**src/sv/sac_pkg.sv**
```systemverilog
// Shared types and constants for the size-aware FIFO cache.
package sac_pkg;
	localparam int ENTRIES = 32;
	localparam int IDX_W = $clog2(ENTRIES);
	localparam int CNT_W = $clog2(ENTRIES + 1);
	localparam int KEY_W = 64;
	localparam int SIZE_W = 32;
	localparam int OCC_W = 40;
	localparam logic [OCC_W-1:0] OCC_MAX = {OCC_W{1'b1}};
	localparam logic [OCC_W-1:0] CAP_RESET = 40'd1048576;

	localparam logic OP_ACCESS = 1'b0;
	localparam logic OP_REMOVE = 1'b1;
	localparam logic KIND_EVICT = 1'b0;
	localparam logic KIND_FINAL = 1'b1;
	localparam logic [1:0] STS_OK = 2'd0;
	localparam logic [1:0] STS_ZERO = 2'd1;
	localparam logic [1:0] STS_ABSENT = 2'd2;
	localparam logic [1:0] STS_MISMATCH = 2'd3;

	typedef struct packed {
		logic operation;
		logic [KEY_W-1:0] object_key;
		logic [SIZE_W-1:0] object_size;
	} req_t;

	typedef struct packed {
		logic result_kind;
		logic [KEY_W-1:0] victim_key;
		logic [SIZE_W-1:0] evicted_size;
		logic hit;
		logic [1:0] status;
		logic [OCC_W-1:0] occupied_bytes;
		logic last;
	} rsp_t;

	// Queue entry: request plus the class the front decided on.
	typedef struct packed {
		req_t req;
		logic zero_size;
	} job_t;

	function automatic logic [IDX_W-1:0] next_slot(input logic [IDX_W-1:0] i);
		next_slot = (i == IDX_W'(ENTRIES - 1)) ? '0 : i + 1'b1;
	endfunction
endpackage

```
**src/sv/sac_front.sv**
```systemverilog
// Front end: accepts requests, classifies them and queues them for the back end.
module sac_front (
	input logic clk,
	input logic arst_n,
	input logic req_valid,
	output logic req_stall,
	input sac_pkg::req_t req,
	output logic job_valid,
	output sac_pkg::job_t job,
	input logic job_pop
);
	import sac_pkg::*;

	job_t q_q [2];
	logic wr_q, rd_q;
	logic [1:0] cnt_q;
	logic push;

	assign req_stall = (cnt_q == 2'd2);
	assign push = req_valid && !req_stall;
	assign job_valid = (cnt_q != 2'd0);
	assign job = q_q[rd_q];

	always_ff @(posedge clk) begin
		if (push) begin
			q_q[wr_q].req <= req;
			q_q[wr_q].zero_size <= (req.object_size == '0);
		end
	end

	always_ff @(posedge clk or negedge arst_n) begin
		if (!arst_n) begin
			wr_q <= 1'b0;
			rd_q <= 1'b0;
			cnt_q <= 2'd0;
		end else begin
			if (push)
				wr_q <= ~wr_q;
			if (job_pop)
				rd_q <= ~rd_q;
			unique case ({push, job_pop})
				2'b10: cnt_q <= cnt_q + 2'd1;
				2'b01: cnt_q <= cnt_q - 2'd1;
				default: cnt_q <= cnt_q;
			endcase
		end
	end
endmodule

```
**config.mk**
```make
export PLATFORM = sky130hd
export DESIGN_NAME = sac_front
export DESIGN_NICKNAME = d
export VERILOG_FILES = /design/src/sv/sac_pkg.sv /design/src/sv/sac_front.sv
export SDC_FILE = /design/constraint.sdc
export NUM_CORES = 1
export LEC_CHECK = 0
export BUFFER_PORTS_ARGS = -buffer_cell sky130_fd_sc_hd__buf_2
export CORE_ASPECT_RATIO = 1.1
export CORE_MARGIN = 8
export CORE_UTILIZATION = 52
export DETAILED_ROUTE_END_ITERATION = 8
export GPL_TIMING_DRIVEN = 0
export HOLD_SLACK_MARGIN = 0.1
export PLACE_DENSITY = 0.79
export REMOVE_ABC_BUFFERS = 1
export SYNTH_ARGS = -nofsm -noshare
export SYNTH_HDL_FRONTEND = slang
export SYNTH_SLANG_ARGS = --single-unit
export TNS_END_PERCENT = 10
```
**constraint.sdc**
```tcl
create_clock -name clk -period 7.8 [get_ports clk]
set_clock_uncertainty 0.2 [all_clocks]
set_input_delay 0.78 -clock clk [delete_from_list [all_inputs] [get_ports clk]]
set_output_delay 0.78 -clock clk [all_outputs]
set_load 0.05 [all_outputs]
```
==> metrics.txt, run 1 <==
status finished, final reports clean; warnings from Yosys 0; DR pass1 iterations 5; worst r2r src cnt_q[0]; fin. max-slew vios 0; Final HPWL DP 9850 um; final wirelength 14000 um; Synth area leader edfxtp_1; Clock Tree Buf Depth 2; Clock Sinks 200; DRC Markers 0; number of vias per cell 5.10; Post-Layout Cell Count 749; reg-to-reg slack, setup 5.72 ns; CP Class reg -> out; CTS tree done; Nets 649; Syn-to-layout area delta 25.6%; minimum hold slack 0.304 ns; r2r endpoint q_q[1][41]; post-synth top area share 0.800; total congestion overflow 0; Top-Level Pins 201; actual slew at the worst max-slew pin 0.649 ns; FF-to-FF path depth 3; CTS Buf Count 17; Seq/Total Area, Yosys 0.814; CP Capture Type output port; max cap viols 0; Avg WL per Cell 18.6 um; Starting Density 0.533; Pleak 3.46 nW; commonest non-fill, non-tap cell in the layout buf_2; full die area 18200 um^2; most frequent cells in the layout buf_2 (200), edfxtp_1 (196), mux2_2 (88); first-pass GRT wire length 20900 um; post-route cell area 9240 um^2; # resized after CTS 0; crit start category register; Post-Syn Area per Cell 22.1 um^2; clk_lat worst skew 0.42 ns; adder-cell area share of the yosys netlist 0.00170; vias in the first global route 4007; Die Height 141 um; CTS clk-pin slew, worst paths 0.07 ns; layout cells sized above 1 0.600; count of different cell masters after synthesis 17; Max IR drop VDD 0.000259 V; Compound-Gate Fraction of Synth Area 0; power per cell area 445 nW/um^2; Finish-stage setup viols 0; final period utilization 0.417; cell area after synthesis 7360 um^2; synth top area cells edfxtp_1 (80%), mux2_2 (13%), mux2_4 (2.0%); via count 3819; Placed Instances 715; initial antenna violation count 0; row count 45; CP required 6.82 ns; Hold Path Sink cnt_q[1]; FF+latch count, synth 200; unrepaired setup endpoints after global routing false; Arr. time, crit path 2.27 ns; Worst Path Max Fanout 58; max_slew headroom 0.568; port bufs 200; largest net degree at the start of global routing 59; placement-stage cell area 8650 um^2; Final ANT Viol Nets 0; post-synthesis cell count 333; Tot GR Track Use 0.152; largest family of logic cells by synthesized area multiplexers; H-tree depth 4; mux contribution to synthesized area 0.155; xor/xnor share of the synthesized area 0.00595; Synth Area in Simple Gates 0.0131; FILL cells 914; Peak Freq 308 MHz; Die Width 129 um; TNS Setup 0 ns; fin crit period 3.25 ns; hold_sp cnt_q[1]; CTS root buffer clkbuf_16; RePlAce Congestion 0.747; Placeable Area 13800 um^2; initial detailed-routing violation count 200; Hold Crit Class reg -> reg; endpoints failing hold 0; Final Core Density 0.670; hold depth 1
critical path, stage by stage, from the launching register on:
cell	delay (ns)
dfrtp_4	0.83
buf_16	0.35
mux2_2	0.40
buf_2	0.22
metal layers:
metal / part of all wire / GRT usage / vias to the layer above
li1: - / - / 1765
met1: 0.38 / 0.172 / 1898
met2: 0.53 / 0.262 / 142
met3: 0.074 / 0.0487 / 14
met4: 0.014 / 0.0606 / 0
met5: 0 / 0 / -
worst max path at each step:
stage | slack (ns) | end | from
2_1_floorplan | 2.09 | q_q[0][0] | req_valid
3_3_place_gp | 0.06 | q_q[0][85] | req_valid
3_5_place_dp | 4.98 | job[15] | rd_q
4_1_cts | 4.51 | job[15] | rd_q
5_1_grt | 4.44 | job[15] | rd_q
6_report | 4.55 | job[15] | rd_q
cell usage after synthesis (all sizes together):
cell type,instances
nand4,2
and3,1
dfrtp,4
ha,1
nand2,1
inv,1
or2,1
edfxtp,196
nand2b,1
mux2,98
nor2,3
xor2,2
nor4,8
xnor2,3
buf,11
power breakdown:
group	switching, W	internal, W
Sequential	0.000100	0.00147
Clock	0.000370	0.000472
Combinational	0.00122	0.000487
stage by stage:
| step | worst slack, ns | total power [W] |
|---|---|---|
| after floorplan | 2.09 | 0.00293 |
| after global placement | 0.0571 | 0.00334 |
| after detailed placement | 4.98 | 0.00332 |
| after CTS | 4.51 | 0.00416 |
| after global routing | 4.44 | 0.00427 |
| final | 4.55 | 0.00412 |
flip-flops by register name, summed over array words and instances (netlist names):
signal / cells
cnt_q: 2
q_q: 196
rd_q: 1
wr_q: 1
what timing repair did:
item,in CTS,in global routing
hold endpoints to repair,4,0
buffers inserted,0,0
hold buffers,1,0
layout make-up:
type                            instances  area (um^2)  share of cell area
Multi-Input combinational cell        121         1310               0.141
Clock inverter                         15          154              0.0167
Timing Repair Buffer                  206         1130               0.122
Sequential cell                       200         5990               0.648
Antenna cell                            1         2.50            0.000271
Clock buffer                           17          425              0.0460
Tap cell                              188          235              0.0255
Inverter                                1         3.75            0.000406
logic make-up after synthesis:
family                   Yosys count
AND/OR/NAND/NOR                   17
multiplexers                      98
flip-flops                       200
adder cells (fa/ha/maj)            1
XOR/XNOR                           5
buffers and inverters             12
No activity file was read; power rests on OpenSTA's default activity.
==> run 2: changes to the inputs <==
- clock period: 7.8 -> 3.28 ns (I/O delays scaled with it)
==> metrics.txt, run 2 (synthesized netlist as in run 1, its figures left out) <==
Worst Path Max Fanout 58 (unchanged); power per cell area 972 nW/um^2 (+120%); endpoints failing hold 0 (unchanged); Tot GR Track Use 0.185 (+0.0325); DR pass1 iterations 4 (-1); total congestion overflow 0 (unchanged); Final ANT Viol Nets 0 (unchanged); Max IR drop VDD 0.000695 V (+170%); unrepaired setup endpoints after global routing false; Clock Sinks 200 (unchanged); # resized after CTS 0 (unchanged); fin crit period 2.81 ns; Hold Crit Class reg -> reg; CP Capture Type output port; fin. max-slew vios 0 (unchanged); WP buf/inv 2 (unchanged); CTS Buf Count 17 (unchanged); initial antenna violation count 2 (+2); Die Height 141 um (unchanged); largest net degree at the start of global routing 59 (unchanged); TNS Setup 0 ns (unchanged); actual slew at the worst max-slew pin 0.651 ns (+0.00192 ns); Finish-stage setup viols 0 (unchanged); Final HPWL DP 9850 um (unchanged); clk_lat worst skew 0.42 ns (about the same); Placeable Area 13800 um^2 (unchanged); Arr. time, crit path 2.28 ns (about the same); DRC Markers 0 (unchanged); Starting Density 0.533 (unchanged); CP cell instances buf_16 > mux2_2 > buf_2; Worst path top cell family by delay flip-flops; Pleak 3.87 nW (+12%); max cap viols 0 (unchanged); RePlAce Congestion 0.747 (unchanged); most frequent cells in the layout buf_2 (200), edfxtp_1 (196), dlygate4sd3_1 (101); CP Class reg -> out; CP peak stage delay 0.84 ns (about the same); Final Core Density 0.743 (+0.0729); final period utilization 0.856; crit start category register; via count 4317 (+13%); Power Total 0.00996 W (+140%); initial detailed-routing violation count 231 (+16%); Top Registers q_q: 196 flops, cnt_q: 2 flops; port bufs 200 (unchanged); CTS root buffer clkbuf_16; CP required 2.75 ns (-4.07 ns); hold depth 1 (unchanged); row count 45 (unchanged); layout cells sized above 1 0.509 (-0.0909); H-tree depth 4 (unchanged); Largest register FFs 196 (unchanged); CTS tree done; status finished, final reports clean; Die Width 129 um (unchanged); final wirelength 16500 um (+18%); full die area 18200 um^2 (unchanged); Peak Freq 356 MHz; max_slew headroom 0.566 (-0.00128); Clock Tree Buf Depth 2 (unchanged); number of vias per cell 5.07 (-0.51%); first-pass GRT wire length 25300 um (+21%); Top-Level Pins 201 (unchanged); Crit path depth 3 (unchanged); Largest Register q_q; Syn-to-layout area delta 39.3%; vias in the first global route 4696 (+17%); CTS clk-pin slew, worst paths 0.07 ns (about the same); Avg WL per Cell 19.4 um (+4.1%); minimum hold slack 0.309 ns (+0.00458 ns); commonest non-fill, non-tap cell in the layout buf_2; FF-to-FF path depth 3 (unchanged); Nets 749 (+15%); CP max stage cell dfrtp_4
[run 2: cell count changes in the layout (fill, tap and decap cells not counted), sizes merged]
cell / change
dlygate4sd3: +100
diode: +2
[run 2: timing repair]
item,4_1_cts,5_1_grt
hold buffers,101,0
buffers inserted,0,0
endpoints found under the hold margin,201,0
[run 2: final timing paths]
| path | to | startpoint | slack (ns) |
|---|---|---|---|
| setup / recovery | job[97] | rd_q | 0.47 |
| hold / removal | cnt_q[1] | cnt_q[1] | 0.31 |
| setup reg to reg | q_q[1][76] | cnt_q[0] | 1.15 |
| hold reg to reg | cnt_q[1] | cnt_q[1] | 0.31 |
| max in group asynchronous | rd_q | arst_n | 2.08 |
| min in group asynchronous | wr_q | arst_n | 0.60 |
[run 2: final cells by class]
cell class | count | area, um^2
clock inverter | 15 | 154
multi-input combinational | 121 | 1310
clock buffer | 17 | 425
sequential | 200 | 5990
inverter | 1 | 3.75
fill | 794 | 3550
timing repair buffer | 306 | 2130
antenna | 3 | 7.51
tap | 188 | 235
[run 2: metal layers]
| layer | track usage | wire, um | share of wire | up-vias |
|---|---|---|---|---|
| li1 | - | - | - | 1964 |
| met2 | 0.332 | 8990 | 0.54 | 174 |
| met4 | 0.0845 | 458 | 0.028 | 0 |
| met3 | 0.0509 | 1020 | 0.062 | 40 |
| met5 | 0 | 0 | 0 | - |
| met1 | 0.197 | 6040 | 0.37 | 2139 |
[run 2: worst reg2reg max path: cells and delay by family (launching register included)]
kind                   cells  cell delay [ns]
buffers and inverters      1             0.36
flip-flops                 1             0.40
AND/OR/NAND/NOR            2             0.78
[run 2: where the power goes]
group	switching [W]	internal (W)
Sequential	0.000250	0.00349
Combinational	0.00297	0.00124
Clock	0.000891	0.00112
Total	0.00411	0.00585
[run 2: metrics by stage]
stage               std cells  area (um^2)  setup WS (ns)
floorplan                 322         7280          -2.18
global placement          710         8520          -4.15
detailed placement        715         8650          0.911
CTS                       848        10200          0.444
global route              850        10200          0.375
finish                    851        10200          0.471
==> run 3: changes to the inputs <==
- PLACE_DENSITY: 0.79 -> 0.86
==> metrics.txt, run 3 (synthesized netlist as in run 1, its figures left out) <==
unrepaired setup endpoints after global routing false; final period utilization 0.847 (-0.00923); Die Width 129 um (unchanged); Clock Sinks 200 (unchanged); crit start category register; postcts setup bufs 0 (unchanged); vias in the first global route 4809 (+2.4%); Die Height 141 um (unchanged); Nets 748 (-0.13%); Hold Path Sink wr_q; number of vias per cell 5.19 (+2.3%); full die area 18200 um^2 (unchanged); commonest non-fill, non-tap cell in the layout buf_2; CTS tree done; Arr. time, crit path 2.25 ns (-0.03 ns); Final HPWL DP 10300 um (+4.8%); Crit path depth 3 (unchanged); fin. max-slew vios 0 (unchanged); WP buf/inv 2 (unchanged); via count 4397 (+1.9%); reg-to-reg slack, setup 0.92 ns (-0.23 ns); layout cells sized above 1 0.503 (-0.00605); DR pass1 iterations 5 (+1); CTS root buffer clkbuf_16; CP peak stage delay 0.79 ns (-0.05 ns); Placeable Area 13800 um^2 (unchanged); CP max stage cell dfrtp_4; crit path setup slack, layout 0.501 ns (+0.0303 ns); Top Registers q_q: 196 flops, cnt_q: 2 flops; status finished, final reports clean; r2r endpoint q_q[0][67]; CP Class reg -> out; endpoints failing hold 0 (unchanged); Worst Path Max Fanout 63 (+8.6%); row count 45 (unchanged); H-tree depth 4 (unchanged); Largest Register q_q; Placed Instances 715 (unchanged); FILL cells 795 (+0.13%); # resized after CTS 0 (unchanged); initial antenna violation count 1 (-1); Tot GR Track Use 0.192 (+0.00661); hold_sp req_valid; Clock Tree Buf Depth 2 (unchanged); initial detailed-routing violation count 270 (+17%); Starting Density 0.533 (unchanged); hold depth 3 (+2); port bufs 200 (unchanged); RePlAce Congestion 0.735 (-1.5%); register area 5990 um^2 (unchanged); Finish-stage setup viols 0 (unchanged); Hold Crit Class in -> reg; Worst path top cell family by delay flip-flops; Top-Level Pins 201 (unchanged); Largest register FFs 196 (unchanged); most frequent cells in the layout buf_2 (200), edfxtp_1 (196), dlygate4sd3_1 (100); Peak Freq 360 MHz (+1.1%); CP required 2.75 ns (about the same); fin crit period 2.78 ns (-0.0303 ns); max_slew headroom 0.557 (-0.00935); DRC Markers 0 (unchanged); CP cell instances buf_16 > mux2_2 > buf_2; worst r2r src cnt_q[0]; CTS Buf Count 17 (unchanged); area of the multi-input gates 1310 um^2 (unchanged); TNS Setup 0 ns (unchanged); first-pass GRT wire length 26200 um (+3.9%); final wirelength 17300 um (+4.8%); actual slew at the worst max-slew pin 0.665 ns (+0.0140 ns); CP Capture Type output port; CTS clk-pin slew, worst paths 0.06 ns (about the same); clk_lat worst skew 0.41 ns (about the same); Pleak 3.88 nW (+0.12%); Post-Layout Cell Count 847 (-0.47%); Final ANT Viol Nets 0 (unchanged); FF-to-FF path depth 5 (+2); largest net degree at the start of global routing 64 (+8.5%); max cap viols 0 (unchanged); power per cell area 978 nW/um^2 (+0.65%); post-place setup slack 0.959 ns (+0.0480 ns); Syn-to-layout area delta 39.0%; total congestion overflow 0 (unchanged); Avg WL per Cell 20.4 um (+5.3%); Max IR drop VDD 0.000772 V (+11%)
[run 3: changes by cell type in the layout (fill, tap and decap cells not counted), sizes merged]
cell	delta
clkbuf	+3
clkinvlp	-3
diode	-2
bufinv	+1
clkinv	-1
dlygate4sd3	-1
inv	-1
[run 3: worst max path at each step]
stage	start	end	slack (ns)
3_3_place_gp	cnt_q[0]	q_q[0][81]	-4.00
2_1_floorplan	cnt_q[0]	q_q[0][0]	-2.18
5_1_grt	rd_q	job[26]	0.42
6_report	rd_q	job[3]	0.50
3_5_place_dp	cnt_q[0]	q_q[0][81]	0.96
4_1_cts	rd_q	job[47]	0.51
[run 3: per-stage QoR]
stage / hold WS [ns] / cell area, um^2 / util / total power (W)
2_1_floorplan: -0.168 / 7280 / - / 0.00698
3_3_place_gp: -0.0697 / 8520 / 0.618 / 0.00793
3_5_place_dp: -0.0623 / 8660 / 0.628 / 0.00792
4_1_cts: 0.124 / 10200 / 0.741 / 0.0100
5_1_grt: 0.143 / 10200 / 0.742 / 0.0103
6_report: 0.134 / 10200 / 0.742 / 0.0100
[run 3: tightest hold or removal path, stage by stage]
cell and delay [ns]:
buf_2 0.10, nand2_1 0.17, xnor2_1 0.10
[run 3: area by class of cell]
| cell class | instances | share of cell area |
|---|---|---|
| diodes | 1 | 0.000245 |
| multi-input cells | 121 | 0.128 |
| well taps | 188 | 0.0230 |
| clock inverters | 11 | 0.0128 |
| flip-flops and latches | 200 | 0.585 |
| clock buffers | 20 | 0.0427 |
| inverters | 1 | 0.000367 |
| repair buffers | 305 | 0.208 |
[run 3: report_power, final]
group | internal [W] | switching [W]
Combinational | 0.00124 | 0.00300
Sequential | 0.00349 | 0.000256
Clock | 0.00118 | 0.000836
Total | 0.00592 | 0.00409
[run 3: per-layer routing]
layer | GRT usage | vias up | routed length, um
li1 | - | 1963 | -
met1 | 0.205 | 2218 | 6370
met2 | 0.353 | 194 | 9480
met3 | 0.0475 | 22 | 1150
met4 | 0.0716 | 0 | 304
met5 | 0 | - | 0
[run 3: what timing repair did]
| action | in CTS | in global routing |
|---|---|---|
| endpoints found under the setup margin | 0 | 0 |
| hold endpoints to repair | 200 | 0 |
| hold buffers | 100 | 0 |
